## src/dbeq_pkg.sv

```systemverilog
package dbeq_pkg;

    // Default sizes of the button bank and the event queue.
    localparam int NUM_BUTTONS_DEF = 8;
    localparam int FIFO_DEPTH_DEF  = 16;

    // Fixed field widths.
    localparam int PIN_W   = 8;
    localparam int COUNT_W = 8;
    localparam int BIDX_W  = 3;
    localparam int WAIT_W  = 4;

    localparam logic [COUNT_W-1:0] COUNT_MAX = 8'd255;
    localparam logic [WAIT_W-1:0]  WAIT_MAX  = 4'd15;

    // Input operation codes.
    localparam logic FUNC_TICK = 1'b0;
    localparam logic FUNC_POP  = 1'b1;

    // Configuration port geometry and register indexes.
    localparam int PADDR_W = 3;
    localparam int PDATA_W = 32;
    localparam logic REG_STABLE_COUNT  = 1'b0;
    localparam logic REG_ACTIVE_LEVELS = 1'b1;

    localparam logic [COUNT_W-1:0] STABLE_COUNT_RST  = 8'd10;
    localparam logic [PIN_W-1:0]   ACTIVE_LEVELS_RST = 8'd0;

    // Requests from the sequencer to the event queue.
    typedef struct packed {
        logic              rd_en;
        logic              push;
        logic [BIDX_W-1:0] push_idx;
        logic              pop;
    } fifo_ctl_t;

    // Status returned by the event queue.
    typedef struct packed {
        logic              empty;
        logic [WAIT_W-1:0] waiting;
        logic [BIDX_W-1:0] rd_data;
    } fifo_stat_t;

endpackage

```

## src/dbeq_in_if.sv

```systemverilog
interface dbeq_in_if;
    logic                     valid;
    logic                     ready;
    logic                     func;
    logic [dbeq_pkg::PIN_W-1:0] pin_levels;

    modport source (output valid, output func, output pin_levels, input ready);
    modport sink (input valid, input func, input pin_levels, output ready);
endinterface

```

## src/dbeq_out_if.sv

```systemverilog
interface dbeq_out_if;
    logic                        valid;
    logic                        ready;
    logic                        event_valid;
    logic [dbeq_pkg::BIDX_W-1:0] button_index;
    logic [dbeq_pkg::WAIT_W-1:0] waiting;

    modport source (output valid, output event_valid, output button_index, output waiting,
                    input ready);
    modport sink (input valid, input event_valid, input button_index, input waiting,
                  output ready);
endinterface

```

## src/dbeq_cfg.sv

```systemverilog
module dbeq_cfg (
    input  logic                          clk,
    input  logic                          rst_n,
    input  logic                          psel,
    input  logic                          penable,
    input  logic                          pwrite,
    input  logic [dbeq_pkg::PADDR_W-1:0]  paddr,
    input  logic [dbeq_pkg::PDATA_W-1:0]  pwdata,
    output logic [dbeq_pkg::PDATA_W-1:0]  prdata,
    output logic                          pready,
    output logic [dbeq_pkg::COUNT_W-1:0]  stable_count,
    output logic [dbeq_pkg::PIN_W-1:0]    active_levels
);

    logic [dbeq_pkg::COUNT_W-1:0] stable_count_reg;
    logic [dbeq_pkg::PIN_W-1:0]   active_levels_reg;
    logic                         wr_xfer;
    logic                         reg_sel;

    // Registers sit on 4-byte boundaries; bit 2 picks the register.
    assign reg_sel = paddr[2];
    assign wr_xfer = psel && penable && pwrite && pready;
    assign pready  = 1'b1;

    // Register writes at the access phase.
    always_ff @(posedge clk or negedge rst_n)
    begin
        if (!rst_n)
        begin
            stable_count_reg  <= dbeq_pkg::STABLE_COUNT_RST;
            active_levels_reg <= dbeq_pkg::ACTIVE_LEVELS_RST;
        end
        else if (wr_xfer)
        begin
            unique case (reg_sel)
                dbeq_pkg::REG_STABLE_COUNT:
                    stable_count_reg <= pwdata[dbeq_pkg::COUNT_W-1:0];
                dbeq_pkg::REG_ACTIVE_LEVELS:
                    active_levels_reg <= pwdata[dbeq_pkg::PIN_W-1:0];
                default: ;
            endcase
        end
    end

    // Read mux.
    always_comb
    begin
        unique case (reg_sel)
            dbeq_pkg::REG_STABLE_COUNT:
                prdata = dbeq_pkg::PDATA_W'(stable_count_reg);
            dbeq_pkg::REG_ACTIVE_LEVELS:
                prdata = dbeq_pkg::PDATA_W'(active_levels_reg);
            default:
                prdata = '0;
        endcase
    end

    assign stable_count  = stable_count_reg;
    assign active_levels = active_levels_reg;

endmodule

```

## src/dbeq_cnt_mem.sv

```systemverilog
module dbeq_cnt_mem #(
    parameter int NUM_BUTTONS = dbeq_pkg::NUM_BUTTONS_DEF,
    localparam int IDX_W = (NUM_BUTTONS > 1) ? $clog2(NUM_BUTTONS) : 1
) (
    input  logic                         clk,
    input  logic                         rst_n,
    input  logic                         rd_en,
    input  logic [IDX_W-1:0]             rd_addr,
    output logic [dbeq_pkg::COUNT_W-1:0] rd_data,
    input  logic                         wr_en,
    input  logic [IDX_W-1:0]             wr_addr,
    input  logic [dbeq_pkg::COUNT_W-1:0] wr_data
);

    logic [dbeq_pkg::COUNT_W-1:0] mem [NUM_BUTTONS];
    logic [NUM_BUTTONS-1:0]       valid_reg;
    logic [dbeq_pkg::COUNT_W-1:0] rd_q_reg;
    logic                         rd_valid_reg;

    // Counter storage with a registered read port.
    always_ff @(posedge clk)
    begin
        if (wr_en)
        begin
            mem[wr_addr] <= wr_data;
        end
        if (rd_en)
        begin
            rd_q_reg <= mem[rd_addr];
        end
    end

    // Entry valid bits stand in for clearing the counters at reset.
    always_ff @(posedge clk or negedge rst_n)
    begin
        if (!rst_n)
        begin
            valid_reg    <= '0;
            rd_valid_reg <= 1'b0;
        end
        else
        begin
            if (wr_en)
            begin
                valid_reg[wr_addr] <= 1'b1;
            end
            if (rd_en)
            begin
                rd_valid_reg <= valid_reg[rd_addr];
            end
        end
    end

    // A counter never written reads as zero.
    assign rd_data = rd_valid_reg ? rd_q_reg : '0;

endmodule

```

## src/dbeq_evt_fifo.sv

```systemverilog
module dbeq_evt_fifo #(
    parameter int FIFO_DEPTH = dbeq_pkg::FIFO_DEPTH_DEF
) (
    input  logic                 clk,
    input  logic                 rst_n,
    input  dbeq_pkg::fifo_ctl_t  ctl,
    output dbeq_pkg::fifo_stat_t stat
);

    localparam int PTR_W = $clog2(FIFO_DEPTH);
    localparam int CNT_W = (PTR_W + 1 > dbeq_pkg::WAIT_W) ? PTR_W + 1 : dbeq_pkg::WAIT_W;
    localparam logic [PTR_W-1:0] PTR_LAST = PTR_W'(FIFO_DEPTH - 1);

    logic [dbeq_pkg::BIDX_W-1:0] mem [FIFO_DEPTH];
    logic [dbeq_pkg::BIDX_W-1:0] rd_q_reg;
    logic [PTR_W-1:0]            wp_reg;
    logic [PTR_W-1:0]            rp_reg;
    logic [PTR_W-1:0]            wp_inc;
    logic [PTR_W-1:0]            rp_inc;
    logic                        full;
    logic                        do_push;
    logic [CNT_W-1:0]            fill;

    // Pointer advance with wrap at the queue depth.
    assign wp_inc  = (wp_reg == PTR_LAST) ? '0 : wp_reg + PTR_W'(1);
    assign rp_inc  = (rp_reg == PTR_LAST) ? '0 : rp_reg + PTR_W'(1);
    assign full    = (wp_inc == rp_reg);
    assign do_push = ctl.push && !full;

    // Event storage: one write port, registered read at the read pointer.
    always_ff @(posedge clk)
    begin
        if (do_push)
        begin
            mem[wp_reg] <= ctl.push_idx;
        end
        if (ctl.rd_en)
        begin
            rd_q_reg <= mem[rp_reg];
        end
    end

    // Pointers.
    always_ff @(posedge clk or negedge rst_n)
    begin
        if (!rst_n)
        begin
            wp_reg <= '0;
            rp_reg <= '0;
        end
        else
        begin
            if (do_push)
            begin
                wp_reg <= wp_inc;
            end
            if (ctl.pop)
            begin
                rp_reg <= rp_inc;
            end
        end
    end

    // Fill level, saturated to the width of the waiting field.
    always_comb
    begin
        if (wp_reg >= rp_reg)
        begin
            fill = CNT_W'(wp_reg - rp_reg);
        end
        else
        begin
            fill = CNT_W'(FIFO_DEPTH) - CNT_W'(rp_reg) + CNT_W'(wp_reg);
        end
    end

    assign stat.empty   = (wp_reg == rp_reg);
    assign stat.waiting = (fill > CNT_W'(dbeq_pkg::WAIT_MAX)) ? dbeq_pkg::WAIT_MAX
                                                               : fill[dbeq_pkg::WAIT_W-1:0];
    assign stat.rd_data = rd_q_reg;

    // A push into a full queue is dropped and leaves the write pointer alone.
    a_full_drop: assert property (@(posedge clk) disable iff (!rst_n)
        (ctl.push && full && !ctl.pop) |=> $stable(wp_reg))
        else $error("write pointer moved on a push into a full queue");

    // The sequencer never pops an empty queue.
    a_no_empty_pop: assert property (@(posedge clk) disable iff (!rst_n)
        ctl.pop |-> (wp_reg != rp_reg))
        else $error("pop issued on an empty queue");

    // Both pointers stay within the queue depth.
    a_ptr_range: assert property (@(posedge clk) disable iff (!rst_n)
        (wp_reg <= PTR_LAST) && (rp_reg <= PTR_LAST))
        else $error("queue pointer beyond the last slot");

endmodule

```

## src/debounced_button_event_queue_unit.sv

```systemverilog
// Debounced button event queue. A tick transfer (func 0) walks the buttons one per
// clock through the counter memory, a read followed by a write-back; a pop transfer
// (func 1) takes the head of the event queue from the registered read of the event
// memory. One item is in work at a time; the next input transfer is taken as soon as
// the result of the previous one sits in the output register, even while that result
// still waits.
// Registers at byte 0 (stable_count) and byte 4 (active_levels) may only be written
// while no item is in work.
module debounced_button_event_queue_unit #(
    parameter int NUM_BUTTONS = dbeq_pkg::NUM_BUTTONS_DEF,
    parameter int FIFO_DEPTH  = dbeq_pkg::FIFO_DEPTH_DEF
) (
    input  logic                         clk,
    input  logic                         rst_n,
    input  logic                         psel,
    input  logic                         penable,
    input  logic                         pwrite,
    input  logic [dbeq_pkg::PADDR_W-1:0] paddr,
    input  logic [dbeq_pkg::PDATA_W-1:0] pwdata,
    output logic [dbeq_pkg::PDATA_W-1:0] prdata,
    output logic                         pready,
    dbeq_in_if.sink                      in_ch,
    dbeq_out_if.source                   out_ch
);

    localparam int IDX_W = (NUM_BUTTONS > 1) ? $clog2(NUM_BUTTONS) : 1;
    localparam logic [IDX_W-1:0] IDX_LAST = IDX_W'(NUM_BUTTONS - 1);

    localparam logic [1:0] ST_IDLE   = 2'd0;
    localparam logic [1:0] ST_SCAN   = 2'd1;
    localparam logic [1:0] ST_POP    = 2'd2;
    localparam logic [1:0] ST_FINISH = 2'd3;

    logic [1:0]                   state_reg;
    logic [1:0]                   state_next;
    logic [IDX_W-1:0]             scan_idx_reg;
    logic [dbeq_pkg::PIN_W-1:0]   pins_reg;
    logic                         ev_valid_reg;
    logic [dbeq_pkg::BIDX_W-1:0]  ev_idx_reg;
    logic                         out_valid_reg;
    logic                         out_ev_reg;
    logic [dbeq_pkg::BIDX_W-1:0]  out_idx_reg;
    logic [dbeq_pkg::WAIT_W-1:0]  out_wait_reg;

    logic [dbeq_pkg::COUNT_W-1:0] stable_count;
    logic [dbeq_pkg::PIN_W-1:0]   active_levels;

    logic                         in_xfer;
    logic                         scan_last;
    logic                         out_load;
    logic                         cnt_rd_en;
    logic [IDX_W-1:0]             cnt_rd_addr;
    logic [dbeq_pkg::COUNT_W-1:0] cnt_rd_data;
    logic                         cnt_wr_en;
    logic [dbeq_pkg::COUNT_W-1:0] cnt_wr_data;
    logic                         hit;
    logic                         push;
    dbeq_pkg::fifo_ctl_t          fifo_ctl;
    dbeq_pkg::fifo_stat_t         fifo_stat;

    dbeq_cfg u_cfg (
        .clk           (clk),
        .rst_n         (rst_n),
        .psel          (psel),
        .penable       (penable),
        .pwrite        (pwrite),
        .paddr         (paddr),
        .pwdata        (pwdata),
        .prdata        (prdata),
        .pready        (pready),
        .stable_count  (stable_count),
        .active_levels (active_levels)
    );

    dbeq_cnt_mem #(
        .NUM_BUTTONS (NUM_BUTTONS)
    ) u_cnt_mem (
        .clk     (clk),
        .rst_n   (rst_n),
        .rd_en   (cnt_rd_en),
        .rd_addr (cnt_rd_addr),
        .rd_data (cnt_rd_data),
        .wr_en   (cnt_wr_en),
        .wr_addr (scan_idx_reg),
        .wr_data (cnt_wr_data)
    );

    dbeq_evt_fifo #(
        .FIFO_DEPTH (FIFO_DEPTH)
    ) u_evt_fifo (
        .clk   (clk),
        .rst_n (rst_n),
        .ctl   (fifo_ctl),
        .stat  (fifo_stat)
    );

    // Handshake.
    assign in_ch.ready = (state_reg == ST_IDLE);
    assign in_xfer     = in_ch.valid && in_ch.ready;
    assign scan_last   = (scan_idx_reg == IDX_LAST);
    assign out_load    = (state_reg == ST_FINISH) && (!out_valid_reg || out_ch.ready);

    // Counter reads: button 0 at the tick transfer, then one button ahead of the
    // write-back while the scan runs.
    assign cnt_rd_en   = (in_xfer && in_ch.func == dbeq_pkg::FUNC_TICK)
                      || (state_reg == ST_SCAN && !scan_last);
    assign cnt_rd_addr = in_xfer ? '0 : scan_idx_reg + IDX_W'(1);

    // Counter update for the button whose count has just been read.
    assign hit       = (pins_reg[scan_idx_reg] == active_levels[scan_idx_reg]);
    assign cnt_wr_en = (state_reg == ST_SCAN);

    always_comb
    begin
        cnt_wr_data = '0;
        push        = 1'b0;
        if (hit)
        begin
            if (cnt_rd_data != dbeq_pkg::COUNT_MAX)
            begin
                cnt_wr_data = cnt_rd_data + dbeq_pkg::COUNT_W'(1);
                push        = (cnt_wr_data == stable_count);
            end
            else
            begin
                cnt_wr_data = cnt_rd_data;
            end
        end
    end

    // Requests to the event queue.
    always_comb
    begin
        fifo_ctl.rd_en    = in_xfer && (in_ch.func == dbeq_pkg::FUNC_POP);
        fifo_ctl.push     = cnt_wr_en && push;
        fifo_ctl.push_idx = dbeq_pkg::BIDX_W'(scan_idx_reg);
        fifo_ctl.pop      = (state_reg == ST_POP) && !fifo_stat.empty;
    end

    // Sequencer.
    always_comb
    begin
        state_next = state_reg;
        unique case (state_reg)
            ST_IDLE:
            begin
                if (in_xfer)
                begin
                    state_next = (in_ch.func == dbeq_pkg::FUNC_POP) ? ST_POP : ST_SCAN;
                end
            end
            ST_SCAN:
            begin
                if (scan_last)
                begin
                    state_next = ST_FINISH;
                end
            end
            ST_POP:
            begin
                state_next = ST_FINISH;
            end
            ST_FINISH:
            begin
                if (out_load)
                begin
                    state_next = ST_IDLE;
                end
            end
            default:
            begin
                state_next = ST_IDLE;
            end
        endcase
    end

    always_ff @(posedge clk or negedge rst_n)
    begin
        if (!rst_n)
        begin
            state_reg    <= ST_IDLE;
            scan_idx_reg <= '0;
        end
        else
        begin
            state_reg <= state_next;
            if (in_xfer)
            begin
                scan_idx_reg <= '0;
            end
            else if (state_reg == ST_SCAN && !scan_last)
            begin
                scan_idx_reg <= scan_idx_reg + IDX_W'(1);
            end
        end
    end

    // Item payload and the popped event.
    always_ff @(posedge clk)
    begin
        if (in_xfer)
        begin
            pins_reg     <= in_ch.pin_levels;
            ev_valid_reg <= 1'b0;
            ev_idx_reg   <= '0;
        end
        else if (state_reg == ST_POP && !fifo_stat.empty)
        begin
            ev_valid_reg <= 1'b1;
            ev_idx_reg   <= fifo_stat.rd_data;
        end
    end

    // Output register.
    always_ff @(posedge clk or negedge rst_n)
    begin
        if (!rst_n)
        begin
            out_valid_reg <= 1'b0;
        end
        else if (out_load)
        begin
            out_valid_reg <= 1'b1;
        end
        else if (out_ch.ready)
        begin
            out_valid_reg <= 1'b0;
        end
    end

    always_ff @(posedge clk)
    begin
        if (out_load)
        begin
            out_ev_reg   <= ev_valid_reg;
            out_idx_reg  <= ev_idx_reg;
            out_wait_reg <= fifo_stat.waiting;
        end
    end

    assign out_ch.valid        = out_valid_reg;
    assign out_ch.event_valid  = out_ev_reg;
    assign out_ch.button_index = out_idx_reg;
    assign out_ch.waiting      = out_wait_reg;

    // An input transfer always starts work on the next cycle.
    a_start: assert property (@(posedge clk) disable iff (!rst_n)
        in_xfer |=> (state_reg == ST_SCAN || state_reg == ST_POP))
        else $error("input transfer did not start a scan or a pop");

    // Counter writes and event pops never happen in the same cycle.
    a_excl: assert property (@(posedge clk) disable iff (!rst_n)
        !(cnt_wr_en && fifo_ctl.pop))
        else $error("counter write-back overlaps a pop");

    // A waiting result stays valid and unchanged until it is taken.
    a_out_hold: assert property (@(posedge clk) disable iff (!rst_n)
        (out_ch.valid && !out_ch.ready) |=> (out_ch.valid && $stable(out_ch.event_valid)
            && $stable(out_ch.button_index) && $stable(out_ch.waiting)))
        else $error("waiting result changed before its transfer");

endmodule
```

## src/flat_wrapper.sv

```systemverilog
// flat-port wrapper written by rule: the top's interface ports become plain ports
module debounced_button_event_queue_unit_flat 
#(
    parameter int NUM_BUTTONS = dbeq_pkg::NUM_BUTTONS_DEF,
    parameter int FIFO_DEPTH  = dbeq_pkg::FIFO_DEPTH_DEF
)
  (clk, rst_n, psel, penable, pwrite, paddr, pwdata, prdata, pready, in_ch_valid, in_ch_func, in_ch_pin_levels, in_ch_ready, out_ch_valid, out_ch_event_valid, out_ch_button_index, out_ch_waiting, out_ch_ready);
  dbeq_in_if in_ch_i ();
  dbeq_out_if out_ch_i ();
  input  logic clk;
  input  logic rst_n;
  input  logic psel;
  input  logic penable;
  input  logic pwrite;
  input  logic [dbeq_pkg::PADDR_W-1:0] paddr;
  input  logic [dbeq_pkg::PDATA_W-1:0] pwdata;
  output logic [dbeq_pkg::PDATA_W-1:0] prdata;
  output logic pready;
  input wire logic [$bits(in_ch_i.valid)-1:0] in_ch_valid;
  input wire logic [$bits(in_ch_i.func)-1:0] in_ch_func;
  input wire logic [$bits(in_ch_i.pin_levels)-1:0] in_ch_pin_levels;
  output wire logic [$bits(in_ch_i.ready)-1:0] in_ch_ready;
  output wire logic [$bits(out_ch_i.valid)-1:0] out_ch_valid;
  output wire logic [$bits(out_ch_i.event_valid)-1:0] out_ch_event_valid;
  output wire logic [$bits(out_ch_i.button_index)-1:0] out_ch_button_index;
  output wire logic [$bits(out_ch_i.waiting)-1:0] out_ch_waiting;
  input wire logic [$bits(out_ch_i.ready)-1:0] out_ch_ready;
  assign in_ch_i.valid = in_ch_valid;
  assign in_ch_i.func = in_ch_func;
  assign in_ch_i.pin_levels = in_ch_pin_levels;
  assign in_ch_ready = in_ch_i.ready;
  assign out_ch_valid = out_ch_i.valid;
  assign out_ch_event_valid = out_ch_i.event_valid;
  assign out_ch_button_index = out_ch_i.button_index;
  assign out_ch_waiting = out_ch_i.waiting;
  assign out_ch_i.ready = out_ch_ready;
  debounced_button_event_queue_unit #(.NUM_BUTTONS(NUM_BUTTONS), .FIFO_DEPTH(FIFO_DEPTH)) u_core (.clk(clk), .rst_n(rst_n), .psel(psel), .penable(penable), .pwrite(pwrite), .paddr(paddr), .pwdata(pwdata), .prdata(prdata), .pready(pready), .in_ch(in_ch_i), .out_ch(out_ch_i));
endmodule
```

## config.mk

```make
export PLATFORM = sky130hd
export DESIGN_NAME = debounced_button_event_queue_unit_flat
export DESIGN_NICKNAME = d
export VERILOG_FILES = /design/src/dbeq_pkg.sv /design/src/dbeq_in_if.sv /design/src/dbeq_out_if.sv /design/src/dbeq_cfg.sv /design/src/dbeq_cnt_mem.sv /design/src/dbeq_evt_fifo.sv /design/src/debounced_button_event_queue_unit.sv /design/src/flat_wrapper.sv
export SDC_FILE = /design/constraint.sdc
export NUM_CORES = 1
export LEC_CHECK = 0
export ABC_AREA = 1
export BUFFER_PORTS_ARGS = -buffer_cell sky130_fd_sc_hd__buf_2
export CAP_MARGIN = 20
export CORE_UTILIZATION = 43
export DETAILED_ROUTE_END_ITERATION = 8
export GPL_TIMING_DRIVEN = 0
export PLACE_DENSITY = 0.65
export SKIP_LAST_GASP = 1
export SYNTH_ARGS = -nofsm -noshare
export SYNTH_HDL_FRONTEND = slang
export SYNTH_HIERARCHICAL = 1
export SYNTH_SLANG_ARGS = --single-unit
```

## constraint.sdc

```tcl
create_clock -name clk -period 3.2 [get_ports clk]
set_clock_uncertainty 0.1 [all_clocks]
set_input_delay 0.16 -clock clk [delete_from_list [all_inputs] [get_ports clk]]
set_output_delay 0.16 -clock clk [all_outputs]
set_load 0.03 [all_outputs]
```

Word-level counts from Yosys, hierarchy flattened
Memories as Yosys holds them, arrays and structs flattened. A register that Yosys moved wholly into a read port is not among the register bits.
Index checks and enable logic that the tools add are counted.
{ "word_totals": {"register_bits": 59, "ram_bits": 112, "in_bits": 51, "out_inout_bits": 43, "word_cells": 100, "n_memories": 2} }
{ "memory_table": {"columns": ["memory", "words", "width", "read_ports", "rd_ports_with_merged_regs", "write_ports", "line_no", "rtl"], "rows": [
  ["u_core.u_cnt_mem.mem", 8, 8, 1, 1, 1, "dbeq_cnt_mem.sv:15", "logic [dbeq_pkg::COUNT_W-1:0] mem [NUM_BUTTONS];"],
  ["u_core.u_evt_fifo.mem", 16, 3, 1, 1, 1, "dbeq_evt_fifo.sv:14", "logic [dbeq_pkg::BIDX_W-1:0] mem [FIFO_DEPTH];"]
]} }
{ "op_classes": {"n_addsub": 7, "order_cmp": 5, "n_eq_ne": 14, "muxes": 31, "bitwise_logic": 3, "reduce_logical": 23} }
{ "ops": {"columns": ["op", "n"], "rows": [
  ["32-bit one-hot mux with 2 select lines", 1],
  ["8-bit two-way mux", 3],
  ["1-bit two-way mux", 12],
  ["1-bit logical AND", 11],
  ["1-bit binary-select mux with 3-bit select", 3],
  ["3-bit two-way mux", 3],
  ["4-bit by 1-bit adder with 4-bit output (second input constant)", 2],
  ["8-bit by 1-bit adder with 8-bit output (second input constant)", 1],
  ["4-bit == test", 2],
  ["4-bit == test (second input constant)", 2],
  ["8-bit == test", 1],
  ["3-bit by 4-bit less-than comparator with 1-bit output (second input constant)", 2],
  ["2-bit two-way mux", 4],
  ["4-bit two-way mux", 2],
  ["8-bit != test (second input constant)", 1],
  ["8-bit OR", 1],
  ["2-bit one-hot mux with 4 select lines", 1],
  ["5-bit by 4-bit adder with 5-bit output", 1],
  ["5-bit by 4-bit > comparator with 1-bit output (second input constant)", 1],
  ["5-bit two-way mux", 1],
  ["4-bit by 4-bit subtractor with 5-bit output", 1],
  ["5-bit by 4-bit subtractor with 5-bit output (first input constant)", 1],
  ["2-bit == test (second input constant)", 2],
  ["4-bit greater-or-equal comparator", 1],
  ["15 further kinds", 23]
]} }

Longest topological paths before layout
Gate-level depths: netlist of the first run.
{ "logic_depth": {"word_depth": 9, "depth_mapped": 17, "depth_no_buf": 15} }

Hierarchy
The synthesis of the first run kept the hierarchy.
{ "modules_own_cells": {"columns": ["mod", "instances", "cells_each", "area_per_inst_um2", "seq_area_each_um2"], "rows": [
  ["dbeq_cnt_mem", 1, 275, 3271.9, 2387.3],
  ["dbeq_evt_fifo", 1, 278, 2849.0, 1731.7],
  ["debounced_button_event_queue_unit", 1, 227, 1675.4, 710.7],
  ["dbeq_cfg", 1, 125, 952.2, 402.9]
]} }

Worst setup path before layout of the first run
No wires, ideal clock.
{ "synth_path": {"path_kind": "flip-flop to flip-flop", "from": "reg u_core.u_cnt_mem.rd_valid_reg", "to": "mem u_core/u_evt_fifo/mem[0][0] (netlist name), enable pin", "setup_ps": 319, "t_arrival_ps": 2110, "required_time_ps": 2781, "slack_ps": 671, "stages_incl_launch_ff": 16, "path_buffers": 2, "synth_period_minus_slack_ps": 2529, "path_cell_list": "dfrtp_1 > clkbuf_1 > nand2_1 > inv_1 > ha_1 > nand2_1 > o21bai_1 > nand2_1 > nand2_1 > nand2_1 > nor2_1 > nand3_1 > nor2_1 > nand2_2 > buf_6 > nor2_1"} }
{ "synth_rtl": {"columns": ["element", "line_no", "rtl"], "rows": [
  ["start: declaration", "dbeq_cnt_mem.sv:18", "logic rd_valid_reg;"],
  ["start signal: assignment", "dbeq_cnt_mem.sv:49", "rd_valid_reg <= valid_reg[rd_addr];"],
  ["end: declaration", "dbeq_evt_fifo.sv:14", null]
]} }

==> results of run 1 <==
final timing paths:
| check | startpoint | endpoint | slack, ns | cells after the start |
|---|---|---|---|---|
| setup / recovery | u_core/u_cnt_mem/rd_valid_reg$_DFFE_PN0P_ | u_core/u_evt_fifo/mem[14][1]$_DFFE_PP_ | 0.36 | 14 |
| hold / removal | in_ch_valid | u_core/u_evt_fifo/rd_q_reg[1]$_DFFE_PP_ | 0.04 | 3 |
| setup reg to reg | u_core/u_cnt_mem/rd_valid_reg$_DFFE_PN0P_ | u_core/u_evt_fifo/mem[14][1]$_DFFE_PP_ | 0.36 | 14 |
| hold reg to reg | u_core/ev_idx_reg[0]$_SDFFE_PP0P_ | u_core/out_ch.button_index[0]$_DFFE_PP_ | 0.34 | 0 |
| max in group asynchronous | rst_n | u_core/u_cfg/stable_count[1]$_DFFE_PN1P_ | 2.38 | 3 |
| min in group asynchronous | rst_n | u_core/u_cfg/stable_count[7]$_DFFE_PN0P_ | 0.07 | 2 |
routing by layer:
layer / share of wire / GRT usage
met1: 0.44 / 0.2621
met2: 0.50 / 0.3426
met3: 0.043 / 0.03477
met4: 0.017 / 0.07424
met5: 0 / 0
power groups by stage:
stage	clock network [mW]	registers (mW)	logic [mW]
after global placement	0	3.64	3.75
after global routing	2.27	3.67	4.33
after CTS	2.17	3.60	3.85
final	2.13	3.62	3.84
after floorplan	0	3.65	2.69
after detailed placement	0	3.65	3.80
repair_timing:
item	CTS	global route
setup endpoints to repair	48	48
gates cloned	0	0
endpoints found under the hold margin	63	0
gates resized for setup	2	3
hold buffers	24	0
worst min-delay path, cell delays in order:
cell and delay [ns]:
buf_2 0.12, inv_1 0.05, nor2_1 0.07
cell families (layout without fill, tap and decap cells):
| group | after synthesis | count (layout) |
|---|---|---|
| compound gates | 117 | 117 |
| xor+xnor | 6 | 6 |
| fa+ha+maj | 17 | 17 |
| buf+inv | 134 | 231 |
| flops | 182 | 182 |
| other cells | 2 | 25 |
| simple gates | 447 | 447 |
synthesized netlist by cell type (2+ instances only):
cell	number	area, sq um
o22ai_1	14	87.58
nand3_2	4	40.04
o211ai_1	6	45.04
nor2_2	13	81.33
xnor2_1	2	17.52
xor2_1	3	26.28
dfstp_2	2	52.55
ha_1	16	200.2
nand2_1	233	874.6
a22oi_1	2	15.01
o21ai_0	56	280.3
buf_2	11	55.05
nor2_1	120	450.4
conb_1	2	7.510
a21oi_1	8	40.04
buf_4	30	225.2
nand4_1	4	25.02
inv_6	2	17.52
nand2_2	4	25.02
inv_2	9	33.78
edfxtp_1	139	4174
inv_1	69	259.0
dfrtp_1	37	925.9
dfxtp_1	4	80.08
nand3_1	61	305.3
nand3b_1	3	22.52
nor2_4	2	22.52
buf_6	9	101.4
o21ai_1	28	140.1
final cells by class:
class                   count  area, sq um  area share
flip-flops and latches    182         5236      0.5106
multi-input cells         612         2890      0.2818
repair buffers             66        465.4     0.04538
clock buffers              17        425.4     0.04148
plain buffers              52        401.6     0.03916
well taps                 265        331.6     0.03233
inverters                  81        314.1     0.03062
clock inverters            15        191.4     0.01867
==> results.md, run 1 <==
- The die covers 0.02092 sq mm.
- CTS built an H-tree with a depth of 4.
- The final total power is 9.585 mW.
- The setup total negative slack is 0 ns.
- The detailed router placed 6417 vias in this run.
- The adder and majority cell fraction of the synthesized area is 0.02517.
- By startpoint and endpoint, the worst setup path is classified as flip-flop to flip-flop.
- The register bit count reported by yosys is 182.
- The class of the most critical hold timing path is input port to flip-flop.
- The detailed-routing iteration count for the pre-antenna-repair pass is 5.
- Among all stages on the critical path, the largest delay is contributed by dfrtp_2.
- The count of antenna-violating nets left after detailed routing is 0.
- The register with the most flip-flops in the layout has 64 of them.
- The share of total power dissipated in sequential elements is 0.377.
- The sort of element at the end of the critical path is a flip-flop.
- The overall routed net length is 19370 um.
- Clock latency on the worst-skew pair, taken at its later pin, is 0.44 ns.
- The synthesized area is 0.008748 sq mm.
- Setup repair after global routing left no endpoint under its margin.
- The first global-routing pass estimated 31680 um of wire.
- The clock slew at the register clock pins of the worst setup and hold paths is 0.08 ns.
- In the finished design, the share of the clock period the worst path needs comes to 0.8860.
- The largest stage delay on the critical path is 0.46 ns.
- In this run the vertical extent of the chip is 144.6 um.
- Once detailed placement completed, the half-perimeter wirelength came to 13370 um.
- The critical path launch point type is a flip-flop.
- The xor-xnor portion of the synthesized cell area is 0.007580.
- At the end of the flow, the number of nets in the layout was 1080.
- Walking the worst path, the cells encountered are nand2_1 > inv_1 > ha_1 > nand2_1 > o21bai_1 > nand2_1 > nand2_1 > nand2_1 > nor2_1 > nand3_1 > nor2_4 > nand2_2 > buf_6 > nor2_1.
- The design internal power is 5.613 mW.
- Once layout is complete, the utilization of the core stands at 0.5201.
- Of the total power, the clock network draws 0.222.
- The number of buffer cells added on primary ports is 41.
- Among the stages of the critical path, the cell type that occurs most often is nand2_1.
- Entering global routing, the biggest net connects 40 pins.
- The congestion estimate from routability-driven global placement came to 0.8544.
- Leaving out filler cells and counting taps, the final layout contains 1290.
- On the critical path the largest part of the delay comes from simple AND/OR/NAND/NOR gates.
- The switching share of total power is 0.4145.
- The portion of netlist area occupied by mux cells is 0.
- Of all flip-flops after synthesis, the portion carrying an async set or reset was 0.2143.
- The final non-filler cell area is 0.01026 sq mm.
- The floorplan row count is 51.
- Dividing the detail-routed wire length by the instance count gives 15.01 um.
- The synthesized-area fraction occupied by ao, oa, aoi and oai cells was 0.07208.
- Setup violations remaining at the end of the flow were counted as 0.
- The repair_antennas step left the layout with diodes totalling 0.
- The number of fill cells in the layout is 1794.
- Power spread over the standard cell area amounts to 934.6 mW/mm^2.
- The starting density of the core is 0.4437.
- In the layout the commonest cells are 233 x nand2_1, 139 x edfxtp_1, 119 x nor2_1.
- The netlist uses 41 different library cells.
- Summed over all layers, the global routing overflow is 0.
- The slew at the pin closest to its max-slew limit is 1.006 ns.
- Counting along the longest clock path gives a buffer depth of 2.
- The gate count after technology mapping is 905.
- The area growth from synthesis to final layout is 17.23%.
- The horizontal extent of the die is 144.6 um.
- The number of synthesized flops with an enable pin is 139.
- Along the worst path, the maximum fanout reaches 10.
- In the routed design, unresolved DRC markers number 0.
- The total count of max-transition violations in the final report is 0.
- The largest registers in the layout are u_core/u_cnt_mem/mem x64, u_core/u_evt_fifo/mem x48.
- The ratio of cells with drive above 1 in the final layout is 0.1629.
- The share of total power dissipated in combinational logic is 0.401.
- Before CTS, the worst setup slack after placement is -0.1005 ns.
- The tightest hold path in the finished design has a slack of 0.03690 ns.
- The total routing usage reported by global routing is 0.2032.
- The max-capacitance violation count is 0.
- The number of buffers and inverters on the critical path is 2.
- The post-route worst setup slack is 0.3647 ns.
- Once placement completed, the tool counted placed cells totaling 1234.
- By area, the combinational part of the netlist is dominated by simple AND/OR/NAND/NOR gates.
- The endpoint arrival time on the critical path is 2.84 ns.
- The via density per instance is 4.974.
- The number of endpoints with negative hold slack in the final report is 0.
- The core footprint is 0.01972 sq mm.
- The leading cell type in the layout, fill and taps excluded is nand2_1.
- The flow ran to the end, and the final reports show no timing, DRC or antenna violations.
- For this run, the register share of the synthesized area comes to 0.5981.
- IR analysis of the VDD net gives a maximum drop of 513.7 uV.
- Summing all placed instances gives a cell area of 0.009371 sq mm.
- The clock sink total is 182.
- For the worst setup path, the data required time is 3.20 ns.
- Measured against its own limit, the worst slew margin works out to 0.3249.
- The warning count from the yosys run is 6.
- The static leakage is 4.342 nW.
- The clock tree root buffer cell is clkbuf_16.
- Pin placement for this block handled 94 I/O pins.
- The post-synthesis simple-gate area fraction is 0.2140.
- The violation count after the first detailed-route iteration is 391.
- Once the clock tree was built, the setup fixing pass inserted 0 buffers.
- Clock tree synthesis inserted a total of 17 buffers.
- The number of antenna violations at the first check in global routing is 0.
- The post-layout minimum cycle time is 2.835 ns.
- Timing would allow up to 0.3527 GHz.
- The largest register by flop count is u_core/u_cnt_mem/mem.
- The number of global-route vias before repair is 6272.
- The mean post-synth cell area is 9.667 sq um.
- The CTS tree is built.
- Summed over all nets, the switching power comes to 3.973 mW.
- The prevailing post-synth register cell is edfxtp_1.
Power figures use the tool's default switching activity.
==> inputs of run 2 (changes only) <==
REMOVE_ABC_BUFFERS = 1   (was default)
==> run 2 against run 1 <==
Sequential share of layout area rose by 2.6 points. Combinational power fell by 9.4%. Hold slack got worse by 0.021 ns.
==> results.md, run 2 (synthesis results as in run 1) <==
- The category of the most critical setup path is flip-flop to flip-flop.
- For the final routed database, the setup TNS stands at 0 ns.
- In the layout the commonest cells are 233 x nand2_1, 139 x edfxtp_1, 116 x nor2_1.
- The total number of vias is 6189.
- Summing all multi-input logic gate instances after layout gives 0.002914 sq mm.
- The worst-skew pair later-pin latency is 0.43 ns.
- The die is 144.6 um wide.
- In this run the remaining antenna-violating nets after routing total 0.
- The routed design has 18410 um of wire.
- The net count of the finished layout is 1025.
- STA classifies the critical path endpoint as a flip-flop.
- The count of pins on the block boundary is 94.
- The CTS tree is built.
- The leading cell type in the layout, fill and taps excluded is nand2_1.
- The post-layout minimum cycle time is 2.977 ns.
- After the flow finishes, the layout carries non-filler instances totaling 1235.
- The clock sink total is 182.
- The worst pin sits at a relative slew slack of 0.3054.
- Along the worst hold path, the cell count comes to 5.
- After the first detailed-routing iteration, the DRC count stood at 429.
- The final global-route overflow total is 0.
- The number of flip-flops in the largest register is 64.
- In the final layout, the share of cells above drive strength 1 is 0.1216.
- The clock slew at the register clock pins of the worst setup and hold paths is 0.07 ns.
- Input and output buffers added on the ports amount to 42.
- The root buffer cell chosen for the clock tree is clkbuf_16.
- The class of the most critical hold timing path is input port to flip-flop.
- The maximum level of the CTS H-tree is 4.
- The routed wirelength normalized by instance count is 14.91 um.
- The die covers 0.02092 sq mm.
- The maximum fanout along the worst path is 20.
- Setup violations remaining at the end of the flow were counted as 0.
- The via density per instance is 5.011.
- The pin count of the biggest net entering global routing is 40.
- Counting cells, the worst reg-to-reg path comes to 13.
- Detailed placement finished with a half-perimeter wire length of 11870 um.
- The total count of max-transition violations in the final report is 0.
- The floorplan has 51 rows.
- At the pin with the least slew margin, the transition time is 1.038 ns.
- The analysis attributes to cell leakage a power of 4.042 nW.
- Measured on the finished design, the core utilization comes to 0.4951.
- The number of CTS-inserted buffers is 17.
- The total routing usage reported by global routing is 0.1857.
- The maximum buffer depth of the clock tree is 2.
- The core footprint is 0.01972 sq mm.
- Timing would allow up to 0.3359 GHz.
- Registers take 0.005235 sq mm.
- VDD sags by at most 558.0 uV.
- The ratio of total power to cell area is 943.5 mW/mm^2.
- The endpoint required time on the critical path is 3.21 ns.
- Counting flops per register, the top entry is u_core/u_cnt_mem/mem.
- The area growth from synthesis to layout is 11.60%.
- The first global-routing pass estimated 29010 um of wire.
- The post-CTS setup-driven buffer insertion count is 0.
- For this configuration, the core starts out at a cell density of 0.4437.
- The number of placed instances, taps included, is 1184.
- Setup repair after global routing could not meet its margin everywhere.
- The DRC violation count after routing is 0.
- The max-capacitance violation count is 0.
- Before antenna repair, the detailed router went through 5 iterations.
- The run finished with clean final reports.
- The repair_antennas step left the layout with diodes totalling 0.
- The number of antenna violations at the first check in global routing is 0.
- Dividing the final minimum period by the clock period gives 0.9303.
- The endpoint arrival time on the critical path is 2.99 ns.
- The filler cells instantiated in the layout total 1792.
- Measured along the y axis, the die boundary spans 144.6 um.
- The routability congestion estimate is 0.8272.
- In the final layout, the registers with the most flip-flops are u_core/u_cnt_mem/mem x64, u_core/u_evt_fifo/mem x48.
- The number of endpoints with negative hold slack in the final report is 0.
- The critical path launch point type is a flip-flop.
- The number of global-route vias before repair is 5779.
run 2: cell types whose count changed in the layout (fill, tap and decap cells not counted), moves of 2 or more:
cell / before / now
clkinvlp_4: 0 / 2
inv_6: 7 / 5
clkinv_8: 6 / 0
nor2_1: 119 / 116
buf_4: 30 / 1
nor2_2: 13 / 16
buf_2: 52 / 42
dlygate4sd3_1: 24 / 18
clkinv_2: 0 / 4
buf_6: 9 / 0
run 2: per-stage QoR:
step / worst slack, ns / area (sq um) / hold WS [ns] / power (mW)
after floorplan: -0.1755 / 8429 / -0.2356 / 6.092
after CTS: 0.006308 / 9749 / 0.003939 / 9.228
after global routing: -0.003012 / 9763 / 0.03144 / 9.829
after detailed placement: -0.4548 / 9004 / 0.2400 / 7.186
final: 0.2230 / 9763 / 0.01627 / 9.212
after global placement: -1.386 / 8971 / 0.2381 / 7.082
run 2: worst paths after layout:
| path | slack [ns] | start | end |
|---|---|---|---|
| max in group asynchronous | 2.02 | rst_n | u_core/scan_idx_reg[1]$_DFFE_PN0P_ |
| min in group asynchronous | 0.31 | rst_n | u_core/u_cfg/active_levels[1]$_DFFE_PN0P_ |
| max | 0.22 | u_core/u_cnt_mem/rd_valid_reg$_DFFE_PN0P_ | u_core/u_evt_fifo/mem[1][1]$_DFFE_PP_ |
| max reg2reg | 0.22 | u_core/u_cnt_mem/rd_valid_reg$_DFFE_PN0P_ | u_core/u_evt_fifo/mem[1][1]$_DFFE_PP_ |
| min reg2reg | 0.33 | u_core/ev_idx_reg[1]$_SDFFE_PP0P_ | u_core/out_ch.button_index[1]$_DFFE_PP_ |
| min | 0.02 | pwrite | u_core/u_cfg/stable_count[3]$_DFFE_PN1P_ |
run 2: repair_timing:
action,in CTS,in global routing
hold endpoints to repair,62,0
pin swaps,0,1
setup endpoints to repair,57,57
resized for setup,4,2
gates cloned,0,1
hold buffers,18,0
run 2: power breakdown:
group / switching, mW / internal, mW
clock: 0.919 / 1.08
combinational: 2.42 / 1.06
sequential: 0.418 / 3.32
total: 3.75 / 5.46
run 2: per-layer routing:
metal  GRT usage  part of all wire  up-vias
met5           0                 0        -
met3     0.03742             0.043       14
met4     0.06039             0.010        0
met2      0.3064              0.47      162
met1      0.2444              0.47     2943
li1            -                 -     3070
run 2: critical path, cell delays in order, from the launching register on:
cell	delay (ns)
dfrtp_1	0.48
nand2_1	0.09
inv_1	0.15
ha_1	0.22
nand2_1	0.14
o21bai_1	0.23
nand2_1	0.12
nand2_1	0.07
nand2_1	0.05
nor2_1	0.09
nand3_1	0.09
nor2_2	0.28
nand2_4	0.23
nor2_1	0.31
run 2: layout make-up:
type / instances / share of cell area
clock buffers: 18 / 0.04396
well taps: 265 / 0.03396
multi-input cells: 613 / 0.2985
clock inverters: 14 / 0.01294
repair buffers: 62 / 0.04229
inverters: 81 / 0.03217
flip-flops and latches: 182 / 0.5362
==> inputs of run 3 (changes only) <==
clock period = 3.5 ns   (was 3.2 ns; I/O delays follow)
==> run 3 against run 2 <==
Via count is 0.32% higher. Total power decreased by 8.5%. First-iteration DRC count increased by 3.0%. Non-clock buffer count is 1 higher. Register-to-register slack improved by 0.13 ns. Routed wire length decreased by 0.78%. Die area unchanged. Fmax decreased by 5.4%.
==> results.md, run 3 (synthesis results as in run 1) <==
- Clock tree synthesis found a total of 182 sinks.
- On the critical path, the stage with the largest delay is an instance of dfrtp_1.
- The number of diodes is 0.
- The worst-case setup slack after placement is -0.1548 ns.
- The HPWL reported at the end of detailed placement is 11870 um.
- The largest registers in the layout are u_core/u_cnt_mem/mem x64, u_core/u_evt_fifo/mem x48.
- The total area inside the core boundary comes to 0.01972 sq mm.
- Clock-pin slew was measured on the worst setup and hold paths at 0.07 ns.
- The utilization after layout is 0.4958.
- The critical path goes through nand2_1 > inv_1 > ha_1 > nand2_1 > o21bai_1 > nand2_1 > nand2_1 > nand2_1 > nor2_1 > nand3_1 > nor2_1 > nand2_4 > nor2_1.
- The path with the worst hold slack has its endpoint at u_core/u_cfg/stable_count[3]$_DFFE_PN1P_.
- On the worst path, the slowest cell contributes a delay of 0.48 ns.
- The setup total negative slack is 0 ns.
- Setup repair after global routing left no endpoint under its margin.
- The worst register-to-register path has a depth of 13.
- The pin count of the biggest net entering global routing is 40.
- The worst relative slew slack is 0.3166.
- Once routing completed, OpenROAD measured the worst setup slack at 0.3532 ns.
- The total routing usage reported by global routing is 0.1857.
- The overall routed net length is 18270 um.
- The standard cell area after detailed placement is 0.009004 sq mm.
- u_core/u_cnt_mem/mem holds more flip-flops than any other register.
- For met1 alone, demand over resource in global routing was 0.2444.
- The longest clock path from root to sink contains 2 buffers.
- The library cell used most frequently in the layout, excluding fill and tap cells, is nand2_1.
- For this run, global-route usage on met2 was measured as 0.3064.
- The number of global-route vias before repair is 5779.
- The total count of max-transition violations in the final report is 0.
- The beginning of the worst register-to-register path is u_core/u_cnt_mem/rd_valid_reg$_DFFE_PN0P_.
- The via density per instance is 5.028.
- Based on the critical path, the design can be clocked at up to 0.3178 GHz.
- Dividing total power by cell area gives a power density of 861.9 mW/mm^2.
- TritonCTS built the clock tree.
- The final number of setup-violating endpoints is 0.
- Max-cap violations in this run came to 0.
- The number of antenna violations at the first check in global routing is 0.
- The routability congestion estimate is 0.8272.
- The critical hold path startpoint is pwrite.
- The DRC violation count after routing is 0.
- After routing the design area is 0.009776 sq mm.
- CTS placed an instance of clkbuf_16 at the clock tree root.
- The global routing stage identified its most utilized layer as met2.
- The number of buffers and inverters on the critical path is 1.
- The area growth from synthesis to final layout is 11.74%.
- The slew at the pin closest to its max-slew limit is 1.021 ns.
- The register-to-register path setup slack is 0.35 ns.
- Clock tree synthesis inserted a total of 17 buffers.
- The register with the most flip-flops in the layout has 64 of them.
- The library cell appearing most often on the critical path is nand2_1.
- The detailed router finished its first iteration with 442 violations.
- The portion of the clock cycle consumed by the worst path in the final layout is 0.8991.
- The analysis attributes to cell leakage a power of 4.052 nW.
- The worst setup path is of the flip-flop to flip-flop kind.
- The post-CTS setup-driven buffer insertion count is 0.
- At the worst endpoint, the required time is 3.50 ns.
- The library cells used most frequently in the layout, excluding fill and tap cells, are 233 x nand2_1, 139 x edfxtp_1, 117 x nor2_1.
- The count of nets after finishing is 1025.
- Clock latency on the worst-skew pair, taken at its later pin, is 0.43 ns.
- The die outline area is 0.02092 sq mm.
- The met3 track utilization from global routing is 0.03742.
- The number of endpoints with negative hold slack in the final report was 0.
- The maximum fanout along the worst path is 20.
- The count of nets left with antenna violations once routing finished came out at 0.
- The routed wirelength normalized by instance count is 14.79 um.
- The H-tree generated during clock tree synthesis spans 4 levels.
- The worst voltage drop across the vdd grid is 537.2 uV.
- The first global-routing pass estimated 29010 um of wire.
- In this run the vertical extent of the chip is 144.6 um.
- In the final layout, the share of cells above drive strength 1 is 0.1196.
- The worst hold path belongs to the class input port to flip-flop.
- Across all hold checks on the routed design, the worst slack comes to 0.03302 ns.
- The total number of vias is 6209.
- For this run the aggregate overflow at the end of global routing stands at 0.
- The first detailed-routing pass ran for 5 iterations.
- The initial utilization of the core area, before any placement, comes to 0.4437.
- The worst setup path is launched from a flip-flop.
- The horizontal extent of the die is 144.6 um.
- The sort of element at the end of the critical path is a flip-flop.
- The floorplan row count is 51.
- The clock period could shrink to 3.147 ns.
- The worst register-to-register path ends at u_core/u_evt_fifo/mem[14][1]$_DFFE_PP_.
- The worst hold path passes through 5 cells.
- Broken down by cell family, the worst path's largest delay share belongs to simple AND/OR/NAND/NOR gates.
- The number of buffer cells added on primary ports is 42.
- Data arrives at the worst endpoint at 3.15 ns.
- The flow ran to the end, and the final reports show no timing, DRC or antenna violations.
- The count of pins on the block boundary is 94.
-- run 3: cell count changes in the layout (fill, tap and decap cells not counted) --
cell	previous run	this run
buf_16	0	1
dfrtp_1	35	36
dfrtp_2	2	1
nor2_1	116	117
nor2_2	16	15
nor2_4	4	3
-- run 3: worst max-delay path by stage --
stage / from / to / slack, ns / depth (start not counted)
3_5_place_dp: u_core/scan_idx_reg[0]$_DFFE_PN0P_ / u_core/u_cnt_mem/rd_q_reg[3]$_DFFE_PP_ / -0.15 / 7
2_1_floorplan: u_core/state_reg[0]$_DFFE_PN0P_ / u_core/u_cnt_mem/rd_q_reg[0]$_DFFE_PP_ / 0.12 / 10
3_3_place_gp: u_core/state_reg[0]$_DFFE_PN0P_ / u_core/u_cnt_mem/rd_q_reg[7]$_DFFE_PP_ / -1.09 / 10
6_report: u_core/u_cnt_mem/rd_valid_reg$_DFFE_PN0P_ / u_core/u_evt_fifo/mem[14][1]$_DFFE_PP_ / 0.35 / 13
4_1_cts: u_core/scan_idx_reg[0]$_DFFE_PN0P_ / u_core/u_evt_fifo/mem[0][2]$_DFFE_PP_ / 0.04 / 12
5_1_grt: u_core/u_cnt_mem/rd_valid_reg$_DFFE_PN0P_ / u_core/u_evt_fifo/mem[1][2]$_DFFE_PP_ / 0.12 / 13
-- run 3: final cells by class --
| class | instances | area (sq um) |
|---|---|---|
| clock buffer | 18 | 429.2 |
| inverter | 81 | 314.1 |
| timing repair buffer | 63 | 440.4 |
| clock inverter | 14 | 126.4 |
| fill | 1791 | 9942 |
| multi-input combinational | 612 | 2900 |
| sequential | 182 | 5234 |
| tap | 265 | 331.6 |
-- run 3: routing by layer --
layer	vias to the layer above	routed length, um
met5	-	0
met4	0	194
met3	16	792
met2	157	8610
met1	2970	8671
li1	3066	-
-- run 3: through the flow --
step	cells	power, mW
finish	1235	8.426
global route	1235	8.997
CTS	1234	8.435
detailed placement	1184	6.570
global placement	1182	6.475
floorplan	875	5.570
-- run 3: where the power goes --
| part | switching [mW] | leakage, nW | internal, mW |
|---|---|---|---|
| sequential | 0.341 | 1.79 | 3.03 |
| combinational | 2.23 | 1.99 | 0.993 |
| clock | 0.839 | 0.272 | 0.990 |
-- run 3: worst reg2reg max path, delay by kind of cell (launching register included) --
family / cells / cell delay (ns)
AO/OA/AOI/OAI: 1 / 0.23
AND/OR/NAND/NOR: 10 / 1.66
buffers and inverters: 1 / 0.15
adder cells (fa/ha/maj): 1 / 0.22
flip-flops: 1 / 0.48
-- run 3: timing repair --
item,4_1_cts,5_1_grt
hold buffers,18,0
pin swaps,0,0
hold endpoints to repair,62,0
resized for setup,2,1
endpoints found under the setup margin,12,9
